==> src/hw/rtl/dra_pkg.sv <==
// Shared types and defaults for the dirty rectangle accumulator.
// No dependencies; every other file in hw/rtl imports this package.
`default_nettype none

package dra_pkg;

  localparam int MAX_RECTS_DEF  = 16;
  localparam int COORD_BITS_DEF = 12;
  localparam int FIELD_W        = 12;

  // Request kinds.
  localparam logic REQ_ADD   = 1'b0;
  localparam logic REQ_DRAIN = 1'b1;

  // Result status codes.
  localparam logic [1:0] ST_CONTAINED = 2'd0;
  localparam logic [1:0] ST_MERGED    = 2'd1;
  localparam logic [1:0] ST_APPENDED  = 2'd2;
  localparam logic [1:0] ST_FORCED    = 2'd3;

  typedef struct packed {
    logic               req_type;
    logic [FIELD_W-1:0] rect_left;
    logic [FIELD_W-1:0] rect_top;
    logic [FIELD_W-1:0] rect_right;
    logic [FIELD_W-1:0] rect_bottom;
  } req_t;

  typedef struct packed {
    logic [1:0]         add_status;
    logic [3:0]         entry_index;
    logic [FIELD_W-1:0] out_left;
    logic [FIELD_W-1:0] out_top;
    logic [FIELD_W-1:0] out_right;
    logic [FIELD_W-1:0] out_bottom;
    logic               list_empty;
    logic               last_item;
  } res_t;

  // Controls for one storage cell of the ring.
  typedef struct packed {
    logic shift;
    logic load;
  } cell_ctl_t;

  // Controls for the rectangle evaluation unit.
  typedef struct packed {
    logic load_new;
    logic eval_en;
  } eval_ctl_t;

endpackage

`default_nettype wire

==> src/hw/rtl/dirty_rect_accumulator_unit.sv <==
// Dirty rectangle accumulator top level: ring of rectangle cells, evaluation unit, sequencer.
// Depends on dra_pkg, dra_cell and dra_eval.
//
// Stored rectangles sit in a ring of MAX_RECTS cells that rotates one place per cycle past
// a single evaluation unit, and the ring's rotation sets the timing. An add ends after the
// containment rotation when a stored rectangle contains it. When it merges, it runs a
// containment rotation, then a merge rotation plus a final step for the area pipeline. When
// it is appended or forced into the last entry, it adds one placement step after those.
// A drain runs one rotation, and a drain of an empty list never leaves idle.
// The block is busy while it works and ignores start. Results come out one per cycle with
// strobe high, in the cycle after the step that decides them; the receiver cannot stall, so
// a drain delivers its items on consecutive cycles. Item results may appear before busy
// drops while the ring finishes its rotation.
`default_nettype none

module dirty_rect_accumulator_unit #(
  parameter int MAX_RECTS  = dra_pkg::MAX_RECTS_DEF,
  parameter int COORD_BITS = dra_pkg::COORD_BITS_DEF
) (
  input  logic          clk,
  input  logic          rst,
  input  logic          start,
  input  dra_pkg::req_t req,
  output logic          busy,
  output dra_pkg::res_t res,
  output logic          strobe
);
  import dra_pkg::*;

  localparam int CB    = COORD_BITS;
  localparam int RW    = 4 * CB;
  localparam int IDX_W = (MAX_RECTS > 1) ? $clog2(MAX_RECTS) : 1;
  localparam int CNT_W = $clog2(MAX_RECTS + 1);
  localparam int PEN   = (MAX_RECTS > 1) ? MAX_RECTS - 2 : 0;

  typedef enum logic [2:0] {S_IDLE, S_CONT, S_MERGE, S_PLACE, S_DRAIN} state_t;

  state_t     state;
  logic [CNT_W-1:0] cnt;
  logic [CNT_W-1:0] count;
  logic       found;
  logic       merged;

  logic [RW-1:0] q [MAX_RECTS];
  logic [RW-1:0] head, tail, new_rect, oper, nr, uni, uni_q, wr_data;
  logic          contain, merge_hit, hit_now, cont_hit, shift, wr_en;
  logic [IDX_W-1:0] wr_pos;
  logic [MAX_RECTS-1:0] loads;
  eval_ctl_t     ectl;

  assign head = q[0];
  assign tail = q[MAX_RECTS-1];
  assign busy = (state != S_IDLE);

  assign new_rect = {CB'(req.rect_left), CB'(req.rect_top),
                     CB'(req.rect_right), CB'(req.rect_bottom)};
  assign oper     = (state == S_PLACE) ? tail : head;

  assign shift    = (state == S_CONT) || (state == S_DRAIN) ||
                    ((state == S_MERGE) && (cnt < CNT_W'(MAX_RECTS)));
  assign hit_now  = (state == S_MERGE) && !merged && merge_hit;
  assign cont_hit = (state == S_CONT) && (cnt < count) && !found && contain;

  assign ectl.load_new = (state == S_IDLE) && start && (req.req_type == REQ_ADD);
  assign ectl.eval_en  = (state == S_MERGE) && (cnt < count) && !merged && !hit_now;

  // A merge decision comes in the cycle after its entry is evaluated: by then the entry has rotated
  // to the tail, so it lands one place below the tail while rotating, or at the tail at the end.
  always_comb begin
    wr_en   = 1'b0;
    wr_pos  = '0;
    wr_data = uni_q;
    if (hit_now) begin
      wr_en  = 1'b1;
      wr_pos = (cnt == CNT_W'(MAX_RECTS)) ? IDX_W'(MAX_RECTS - 1) : IDX_W'(PEN);
    end else if (state == S_PLACE) begin
      wr_en = 1'b1;
      if (count < CNT_W'(MAX_RECTS)) begin
        wr_pos  = count[IDX_W-1:0];
        wr_data = nr;
      end else begin
        wr_pos  = IDX_W'(MAX_RECTS - 1);
        wr_data = uni;
      end
    end
  end

  for (genvar i = 0; i < MAX_RECTS; i++) begin : g_cell
    cell_ctl_t cctl;
    assign loads[i]   = wr_en && (wr_pos == IDX_W'(i));
    assign cctl.shift = shift;
    assign cctl.load  = loads[i];
    dra_cell #(.COORD_BITS(COORD_BITS)) u_cell (
      .clk     (clk),
      .ctl     (cctl),
      .d_shift (q[(i + 1) % MAX_RECTS]),
      .d_load  (wr_data),
      .q       (q[i])
    );
  end

  dra_eval #(.COORD_BITS(COORD_BITS)) u_eval (
    .clk       (clk),
    .rst       (rst),
    .ctl       (ectl),
    .new_rect  (new_rect),
    .oper      (oper),
    .nr        (nr),
    .contain   (contain),
    .uni       (uni),
    .merge_hit (merge_hit),
    .uni_q     (uni_q)
  );

  function automatic res_t mk_res(input logic [1:0] status, input logic [CNT_W-1:0] idx,
                                  input logic [RW-1:0] x, input logic empty,
                                  input logic last);
    res_t r;
    r.add_status  = status;
    r.entry_index = 4'(idx);
    r.out_left    = FIELD_W'(x[4*CB-1 -: CB]);
    r.out_top     = FIELD_W'(x[3*CB-1 -: CB]);
    r.out_right   = FIELD_W'(x[2*CB-1 -: CB]);
    r.out_bottom  = FIELD_W'(x[CB-1 -: CB]);
    r.list_empty  = empty;
    r.last_item   = last;
    return r;
  endfunction

  always_ff @(posedge clk) begin
    if (rst) begin
      state  <= S_IDLE;
      cnt    <= '0;
      count  <= '0;
      found  <= 1'b0;
      merged <= 1'b0;
      strobe <= 1'b0;
    end else begin
      strobe <= 1'b0;
      unique case (state)
        S_IDLE: begin
          cnt    <= '0;
          found  <= 1'b0;
          merged <= 1'b0;
          if (start) begin
            if (req.req_type == REQ_DRAIN) begin
              if (count == '0) begin
                strobe <= 1'b1;
                res    <= mk_res(ST_CONTAINED, '0, '0, 1'b1, 1'b1);
              end else begin
                state <= S_DRAIN;
              end
            end else begin
              state <= S_CONT;
            end
          end
        end
        S_CONT: begin
          if (cont_hit) begin
            found  <= 1'b1;
            strobe <= 1'b1;
            res    <= mk_res(ST_CONTAINED, cnt, head, 1'b0, 1'b1);
          end
          if (cnt == CNT_W'(MAX_RECTS - 1)) begin
            cnt   <= '0;
            state <= (found || cont_hit) ? S_IDLE : S_MERGE;
          end else begin
            cnt <= cnt + CNT_W'(1);
          end
        end
        S_MERGE: begin
          if (hit_now) begin
            merged <= 1'b1;
            strobe <= 1'b1;
            res    <= mk_res(ST_MERGED, CNT_W'(cnt - CNT_W'(1)), uni_q, 1'b0, 1'b1);
          end
          if (cnt == CNT_W'(MAX_RECTS)) begin
            cnt   <= '0;
            state <= (merged || hit_now) ? S_IDLE : S_PLACE;
          end else begin
            cnt <= cnt + CNT_W'(1);
          end
        end
        S_PLACE: begin
          strobe <= 1'b1;
          state  <= S_IDLE;
          if (count < CNT_W'(MAX_RECTS)) begin
            count <= count + CNT_W'(1);
            res   <= mk_res(ST_APPENDED, count, nr, 1'b0, 1'b1);
          end else begin
            res <= mk_res(ST_FORCED, CNT_W'(MAX_RECTS - 1), uni, 1'b0, 1'b1);
          end
        end
        S_DRAIN: begin
          if (cnt < count) begin
            strobe <= 1'b1;
            res    <= mk_res(ST_CONTAINED, cnt, head, 1'b0,
                             (CNT_W'(cnt + CNT_W'(1)) == count));
          end
          if (cnt == CNT_W'(MAX_RECTS - 1)) begin
            cnt   <= '0;
            count <= '0;
            state <= S_IDLE;
          end else begin
            cnt <= cnt + CNT_W'(1);
          end
        end
        default: begin
          state <= S_IDLE;
        end
      endcase
    end
  end

  // At most one cell takes a direct write in any cycle.
  a_one_load: assert property (@(posedge clk) disable iff (rst) $onehot0(loads))
    else $error("more than one ring cell loaded in a cycle");

  a_count_bound: assert property (@(posedge clk) disable iff (rst)
    count <= CNT_W'(MAX_RECTS))
    else $error("stored rectangle count exceeds the ring size");

  // An empty drain reports a single zero item.
  a_empty_item: assert property (@(posedge clk) disable iff (rst)
    strobe && res.list_empty |-> res.last_item && (res.entry_index == 4'd0))
    else $error("empty drain item malformed");

  // A merge only ever finishes while the merge rotation is running.
  a_merge_state: assert property (@(posedge clk) disable iff (rst)
    hit_now |-> (cnt != '0))
    else $error("merge decision without a preceding evaluation");

endmodule

`default_nettype wire

==> src/hw/rtl/dra_cell.sv <==
// One storage cell of the rectangle ring: holds one rectangle and passes it on.
// Depends on dra_pkg for the control struct.
`default_nettype none

module dra_cell #(
  parameter int COORD_BITS = dra_pkg::COORD_BITS_DEF
) (
  input  logic                    clk,
  input  dra_pkg::cell_ctl_t      ctl,
  input  logic [4*COORD_BITS-1:0] d_shift,
  input  logic [4*COORD_BITS-1:0] d_load,
  output logic [4*COORD_BITS-1:0] q
);
  import dra_pkg::*;

  // A direct load wins over the ring shift so a merged entry can land in place.
  always_ff @(posedge clk) begin
    if (ctl.load) begin
      q <= d_load;
    end else if (ctl.shift) begin
      q <= d_shift;
    end
  end

endmodule

`default_nettype wire

==> src/hw/rtl/dra_eval.sv <==
// Rectangle evaluation unit: containment test, union, and a two-stage area compare.
// Depends on dra_pkg for the control struct.
`default_nettype none

module dra_eval #(
  parameter int COORD_BITS = dra_pkg::COORD_BITS_DEF
) (
  input  logic                    clk,
  input  logic                    rst,
  input  dra_pkg::eval_ctl_t      ctl,
  input  logic [4*COORD_BITS-1:0] new_rect,
  input  logic [4*COORD_BITS-1:0] oper,
  output logic [4*COORD_BITS-1:0] nr,
  output logic                    contain,
  output logic [4*COORD_BITS-1:0] uni,
  output logic                    merge_hit,
  output logic [4*COORD_BITS-1:0] uni_q
);
  import dra_pkg::*;

  localparam int CB = COORD_BITS;
  localparam int RW = 4 * CB;
  localparam int AW = 2 * CB;

  logic [RW-1:0] nr_q;
  logic [AW-1:0] na_q;
  logic          v_q;
  logic [AW-1:0] ua_q;
  logic [AW-1:0] sa_q;
  logic [RW-1:0] un_q;

  function automatic logic [AW-1:0] area(input logic [RW-1:0] x);
    logic [CB-1:0] l, t, r, b, w, h;
    l = x[4*CB-1 -: CB];
    t = x[3*CB-1 -: CB];
    r = x[2*CB-1 -: CB];
    b = x[CB-1 -: CB];
    w = (r > l) ? CB'(r - l) : '0;
    h = (b > t) ? CB'(b - t) : '0;
    return AW'(w) * AW'(h);
  endfunction

  function automatic logic [RW-1:0] box_union(input logic [RW-1:0] a, input logic [RW-1:0] x);
    logic [CB-1:0] l, t, r, b;
    l = (a[4*CB-1 -: CB] < x[4*CB-1 -: CB]) ? a[4*CB-1 -: CB] : x[4*CB-1 -: CB];
    t = (a[3*CB-1 -: CB] < x[3*CB-1 -: CB]) ? a[3*CB-1 -: CB] : x[3*CB-1 -: CB];
    r = (a[2*CB-1 -: CB] > x[2*CB-1 -: CB]) ? a[2*CB-1 -: CB] : x[2*CB-1 -: CB];
    b = (a[CB-1 -: CB]   > x[CB-1 -: CB])   ? a[CB-1 -: CB]   : x[CB-1 -: CB];
    return {l, t, r, b};
  endfunction

  assign nr  = nr_q;
  assign uni = box_union(oper, nr_q);

  assign contain = (oper[4*CB-1 -: CB] <= nr_q[4*CB-1 -: CB]) &&
                   (oper[3*CB-1 -: CB] <= nr_q[3*CB-1 -: CB]) &&
                   (oper[2*CB-1 -: CB] >= nr_q[2*CB-1 -: CB]) &&
                   (oper[CB-1 -: CB]   >= nr_q[CB-1 -: CB]);

  // Second stage: merge only when the union is smaller than the two areas summed.
  assign merge_hit = v_q && ((AW+1)'(ua_q) < ((AW+1)'(sa_q) + (AW+1)'(na_q)));
  assign uni_q     = un_q;

  always_ff @(posedge clk) begin
    if (ctl.load_new) begin
      nr_q <= new_rect;
      na_q <= area(new_rect);
    end
    if (ctl.eval_en) begin
      ua_q <= area(uni);
      sa_q <= area(oper);
      un_q <= uni;
    end
    if (rst) begin
      v_q <= 1'b0;
    end else begin
      v_q <= ctl.eval_en;
    end
  end

endmodule

`default_nettype wire

==> config.mk <==
export PLATFORM = sky130hd
export DESIGN_NAME = dirty_rect_accumulator_unit
export DESIGN_NICKNAME = d
export VERILOG_FILES = /design/src/hw/rtl/dra_pkg.sv /design/src/hw/rtl/dirty_rect_accumulator_unit.sv /design/src/hw/rtl/dra_cell.sv /design/src/hw/rtl/dra_eval.sv
export SDC_FILE = /design/constraint.sdc
export NUM_CORES = 2
export LEC_CHECK = 0
export BUFFER_PORTS_ARGS = -buffer_cell sky130_fd_sc_hd__buf_2
export CAP_MARGIN = 15
export CORE_MARGIN = 2
export CORE_UTILIZATION = 45
export DETAILED_ROUTE_END_ITERATION = 12
export PLACE_DENSITY = 0.6
export SETUP_SLACK_MARGIN = 0.05
export SLEW_MARGIN = 20
export SYNTH_ARGS = -nofsm -noshare
export SYNTH_HDL_FRONTEND = slang
export SYNTH_SLANG_ARGS = --single-unit
==> constraint.sdc <==
create_clock -name clk -period 30.3 [get_ports clk]
set_input_delay 6.06 -clock clk [delete_from_list [all_inputs] [get_ports clk]]
set_output_delay 6.06 -clock clk [all_outputs]
set_load 0.03 [all_outputs]
Yosys cells after proc, flatten, opt, wreduce, memory -nomap -nowiden
Cells that the tools add are included.
{"block": "classes", "add_sub_neg": 10, "mul": 3, "magnitude_cmp": 18, "n_eq_ne": 33, "n_mux": 86, "bitwise": 2, "n_reduce_logical": 69}
{"cell": "$mux W48", "n": 36}
{"cell": "$mux W56", "n": 6}
{"cell": "$pmux W56 S5", "n": 1}
{"cell": "$mux W12", "n": 10}
{"cell": "$gt A12 B12 Y1", "n": 8}
{"cell": "$mul A12 B12 Y24", "n": 3}
{"cell": "$sub A12 B12 Y12", "n": 6}
{"cell": "$mux W55", "n": 1}
{"cell": "$reduce_bool A2 Y1", "n": 19}
{"cell": "$eq A4 B4 Y1 const B", "n": 8}
{"cell": "$logic_and A1 B1 Y1", "n": 31}
{"cell": "$add A24 B24 Y25", "n": 1}
{"cell": "$lt A24 B25 Y1", "n": 1}
{"cell": "$ge A12 B12 Y1", "n": 2}
{"cell": "$le A12 B12 Y1", "n": 2}
{"cell": "$lt A12 B12 Y1", "n": 2}
{"cell": "$mux W5", "n": 4}
{"cell": "$mux W3", "n": 6}
{"cell": "$eq A4 B3 Y1 const B", "n": 4}
{"cell": "$pmux W5 S3", "n": 1}
{"cell": "$mux W4", "n": 3}
{"cell": "$ne A2 B1 Y1 const B", "n": 6}
{"cell": "$pmux W3 S4", "n": 1}
{"cell": "$mux W1", "n": 11}
{"cell": "other kinds (31)", "n": 48}
{"block": "totals", "reg_bits": 1009, "out_inout_bits": 58}

Longest topological paths before layout
{"block": "logic_depth", "word_depth": 11, "ltp_mapped": 50}

Modules after synthesis
From an unflattened synthesis, not the netlist that was laid out.
{"block": "unflattened", "hier_cells": 5290, "hier_area_um2": 65247.6}
{"module": "dra_cell", "n_inst": 16, "cells_each": 102, "area_per_inst_um2": 2067.0, "seq_area_each_um2": 1441.4}
{"module": "dra_eval", "n_inst": 1, "cells_each": 2828, "area_per_inst_um2": 25936.1, "seq_area_each_um2": 5064.9}
{"module": "dirty_rect_accumulator_unit", "n_inst": 1, "cells_each": 830, "area_per_inst_um2": 6239.7, "seq_area_each_um2": 2001.9}

Least setup slack after synthesis
No wires, ideal clock.
{"block": "synth_path", "kind": "input to register", "start": "in req[12] (netlist name)", "end": "reg u_eval.na_q[22] (data pin)", "setup_ns": 0.263, "t_arrival_ns": 12.775, "required_time_ns": 30.037, "setup_slack_ns": 17.262, "path_stages": 31, "n_path_buf": 1, "path_cell_list": "inv_1 -> ha_1 -> inv_1 -> fa_1 -> a21o_1 -> a21oi_1 -> o21ai_0 -> a21oi_1 -> o21bai_1 -> a21oi_1 -> o21ai_0 -> a211o_1 -> nand2_1 -> clkbuf_1 -> nor3_1 -> fa_1 -> inv_1 -> fa_1 -> inv_1 -> fa_1 -> inv_1 -> fa_1 -> inv_1 -> fa_1 -> ha_1 -> nor2_1 -> a21oi_1 -> a311oi_1 -> o31ai_1 -> a311oi_1 -> xnor2_1"}
{"block": "synth_via", "elab_chain_cells": 3, "word_cells_on_any_way": 4}
{"element": "start, declared", "line": "dirty_rect_accumulator_unit.sv:23", "source": "input dra_pkg::req_t req,"}
{"element": "$sub A12 B12 Y12 or $gt A12 B12 Y1 (tied branches)", "line": "dra_eval.sv:38", "source": "w = (r > l) ? CB'(r - l) : '0;"}
{"element": "$mux W12 *", "line": "dra_eval.sv:38"}
{"element": "$mul A12 B12 Y24 *", "line": "dra_eval.sv:40", "source": "return AW'(w) * AW'(h);"}
{"element": "end signal, assigned", "line": "dra_eval.sv:67", "source": "na_q <= area(new_rect);"}
{"element": "end, declared", "line": "dra_eval.sv:26", "source": "logic [AW-1:0] na_q;"}
Every way passes the cells marked *; elsewhere a longest branch is shown, timed or not.
A chain may end at the register's enable or synchronous reset.

Worst setup path after layout
{"block": "layout_path", "start": "reg state[0]", "end": "reg u_eval.ua_q[23] (data pin)"}
{"block": "layout_via", "elab_chain_cells": 7, "word_cells_on_any_way": 17}
{"element": "start, declared", "line": "dirty_rect_accumulator_unit.sv:38", "source": "state_t state;"}
{"element": "start signal, assigned", "line": "dirty_rect_accumulator_unit.sv:166", "source": "state <= (found || cont_hit) ? S_IDLE : S_MERGE;"}
{"element": "start signal, assigned", "line": "dirty_rect_accumulator_unit.sv:179", "source": "state <= (merged || hit_now) ? S_IDLE : S_PLACE;"}
{"element": "$eq A3 B2 Y1 *", "line": "dirty_rect_accumulator_unit.sv:57", "source": "assign oper = (state == S_PLACE) ? tail : head;"}
{"element": "$mux W48 *", "line": "dirty_rect_accumulator_unit.sv:57"}
{"element": "$gt A12 B12 Y1", "line": "dra_eval.sv:48", "source": "b = (a[CB-1 -: CB] > x[CB-1 -: CB]) ? a[CB-1 -: CB] : x[CB-1 -: CB];"}
{"element": "$mux W12 *", "line": "dra_eval.sv:48"}
{"element": "net u_eval.uni[0]", "line": "dra_eval.sv:15", "source": "output logic [4*COORD_BITS-1:0] uni,"}
{"element": "$sub A12 B12 Y12 or $gt A12 B12 Y1 (tied branches)", "line": "dra_eval.sv:39", "source": "h = (b > t) ? CB'(b - t) : '0;"}
{"element": "$mux W12 *", "line": "dra_eval.sv:39"}
{"element": "$mul A12 B12 Y24 *", "line": "dra_eval.sv:40"}
{"element": "end signal, assigned", "line": "dra_eval.sv:70", "source": "ua_q <= area(uni);"}
{"element": "end, declared", "line": "dra_eval.sv:28", "source": "logic [AW-1:0] ua_q;"}
Mark *: on every way through the listed nets, which the timed path passes. The rest lies on a longest branch.

==> impl_metrics.env <==
export IMPL_tns_ps=0
export IMPL_htreeDepth=3
export IMPL_hold_buffers=0
export IMPL_end_kind="flip-flop"
export IMPL_cts_max_path_buffers=3
export IMPL_crit_buf_inv=7
export IMPL_final_cell_mix="edfxtp_1 (992), mux2_2 (842), inv_1 (553)"
export IMPL_worstHoldPathType="reg2reg"
export IMPL_vdd_drop_max_mv=0.0693
export IMPL_cts_setup_buffers=0
export IMPL_fillCellCount=12629
export IMPL_wirelength_um=194000
export IMPL_comb_power_share=0.358
export IMPL_final_common_cell="edfxtp_1"
export IMPL_fin_area_um2=70900
export IMPL_holdWs_ps=458
export IMPL_cpLargestDelayFamily="compound AO/OA/AOI/OAI gates"
export IMPL_clock_sinks=1009
export IMPL_vias=42735
export IMPL_switchingPower_mw=1.75
export IMPL_synth_simple_area_share=0.0894
export IMPL_clkPwrFrac=0.266
export IMPL_synth_xor_area_frac=0.0168
export IMPL_routedWlPerCell_um=26.2
export IMPL_fin_crit_ps=13650
export IMPL_rsz0062_at_grt="no"
export IMPL_grt_usage=0.265
export IMPL_synth_warnings=0
export IMPL_syn_nets=6096
export IMPL_synth_fa_ha_area_frac=0.165
export IMPL_root_buffer="clkbuf_16"
export IMPL_worst_slack_ps=16650
export IMPL_worstPathRequired_ps=30720
export IMPL_cts_made_buffers=110
export IMPL_path_class="reg2reg"
export IMPL_switching_share=0.359
export IMPL_syn_avg_cell_area_um2=12.0
export IMPL_vias_per_cell=5.78
export IMPL_die_w_um=383
export IMPL_setup_viol_count_final=0
export IMPL_synth_flop_cell="edfxtp_1"
export IMPL_synth_edf_count=992
export IMPL_grt_start_max_net_pins=74
export IMPL_area_growth_syn_to_layout_pct=9.58
export IMPL_pin_count=110
export IMPL_cp_arrival_ps=14070
export IMPL_powerDensity_nw_per_um2=68.6
export IMPL_tightest_slew_ps=1170
export IMPL_drt_pass1_iter_count=6
export IMPL_preCtsSetupSlack_ps=16160
export IMPL_placed_area_um2=67500
export IMPL_overflow=0
export IMPL_drc_errors=0
export IMPL_cp_max_fo=45
export IMPL_cts_repair_resized=0
export IMPL_start_kind="flip-flop"
export IMPL_synth_compound_area_frac=0.0611
export IMPL_fmax_mhz=73.3
export IMPL_io_buffers=109
export IMPL_antenna_found_initial=9
export IMPL_intPower_mw=3.12
export IMPL_synth_cells=5377
export IMPL_grt_pass1_vias=42661
export IMPL_grt_pass1_wl_um=288000
export IMPL_hpwlAfterDp_um=132000
export IMPL_skew_ps=53.1
export IMPL_place_gp_congestion=0.929
export IMPL_fin_nets=6137
export IMPL_syn_area_um2=64700
export IMPL_cts_tree="yes"
export IMPL_drv_cap=0
export IMPL_max_stage_delay_ps=980
export IMPL_ys_ff_latch=1009
export IMPL_synthArstFlopShare=0
export IMPL_start_util=0.452
export IMPL_yosysSeqAreaShare=0.466
export IMPL_ant_nets=0
export IMPL_finalHoldViolCount=0
export IMPL_relSlewSlack=0.209
export IMPL_synth_top_family_by_area="adder cells"
export IMPL_num_rows=139
export IMPL_pwr_share_seq=0.376
export IMPL_critPathMostFrequentCell="fa_1"
export IMPL_die_h_um=383
export IMPL_path_clk_slew_ps=60
export IMPL_slowest_stage="o21ai_0"
export IMPL_finalCritPeriodShare=0.450
export IMPL_synth_mux_area_frac=0.153
export IMPL_drive_above_1_share=0.234
export IMPL_drt_iter0_drc=4238
export IMPL_total_leakage_power_nw=27.7
export IMPL_finalMaxSlewViolations=0
export IMPL_status="completed"
export IMPL_die_area_um2=147000
export IMPL_ys_types=91
export IMPL_insertion_delay_ps=740
export IMPL_coreArea_um2=143000
## worst min-delay path, stage by stage (launching register included)
cell,delay (ps)
dfxtp_1,300
nand2_1,50
a21oi_1,60
## registers in the layout (all words and copies together) (netlist names), 3 cells and up
name,cells
u_eval.ua_q,24
cnt,5
count,5
u_eval.uni_q,48
u_eval.na_q,24
u_eval.sa_q,24
u_eval.nr,48
g_cell.u_cell.q,768
state,3
res,56
## logic make-up (layout without fill, tap and decap cells)
kind of cell	after synthesis	after routing
compound gates	626	626
other cells	0	2
flops	1009	1009
mux	881	881
simple gates	1246	1246
fa+ha+maj	669	669
xor+xnor	124	124
buf+inv	822	938
## through the flow
step / utilization / std cells / power, mW
global route: 0.496 / 7397 / 5.14
finish: 0.496 / 7398 / 4.87
CTS: 0.495 / 7396 / 4.89
floorplan: - / 5377 / 3.01
global placement: 0.472 / 7209 / 3.57
detailed placement: 0.472 / 7209 / 3.58
## worst paths after layout
kind / startpoint / end / slack [ps] / depth (start not counted)
worst min register to register: found / found / 460 / 2
worst max-delay path: state[0] / u_eval.ua_q[23] / 16650 / 36
worst min-delay path: found / found / 460 / 2
worst max register to register: state[0] / u_eval.ua_q[23] / 16650 / 36
## Yosys cell counts, types with 44 or more instances
cell	n	area [um2]
inv_1	553	2080
a21oi_1	156	781
buf_2	75	375
nand3_1	98	490
edfxtp_1	992	29800
a22oi_1	51	383
nor3_1	115	576
nand2_1	500	1880
mux2_2	842	9480
clkbuf_1	149	559
a21o_1	44	330
ha_1	360	4500
nor2_1	235	882
xnor2_1	87	762
o21ai_0	191	956
fa_1	307	6150
## layer usage
metal | share of wire | GRT usage | up-vias | wire length [um]
met5 | 0.000067 | 0 | - | 13
met4 | 0.031 | 0.0818 | 2 | 6000
met3 | 0.074 | 0.0431 | 278 | 14300
met2 | 0.45 | 0.413 | 1585 | 87600
met1 | 0.44 | 0.379 | 21709 | 85900
li1 | - | - | 19161 | -
## cell type report
class	instances	area (um2)	share of cell area
multi-input combinational	3546	31700	0.448
sequential	1009	30100	0.425
clock buffer	137	2900	0.0408
tap	1903	2380	0.0336
inverter	556	2090	0.0294
timing repair buffer	195	1190	0.0168
clock inverter	50	478	0.00674
antenna	2	5.00	0.0000706
## power by group through the flow
stage | clock, mW | sequential, mW | combinational, mW
detailed placement | 0 | 1.86 | 1.72
finish | 1.30 | 1.83 | 1.74
floorplan | 0 | 1.85 | 1.16
CTS | 1.32 | 1.83 | 1.75
global placement | 0 | 1.85 | 1.71
global route | 1.37 | 1.84 | 1.93
Note: power is estimated with default switching activity, not from simulation.
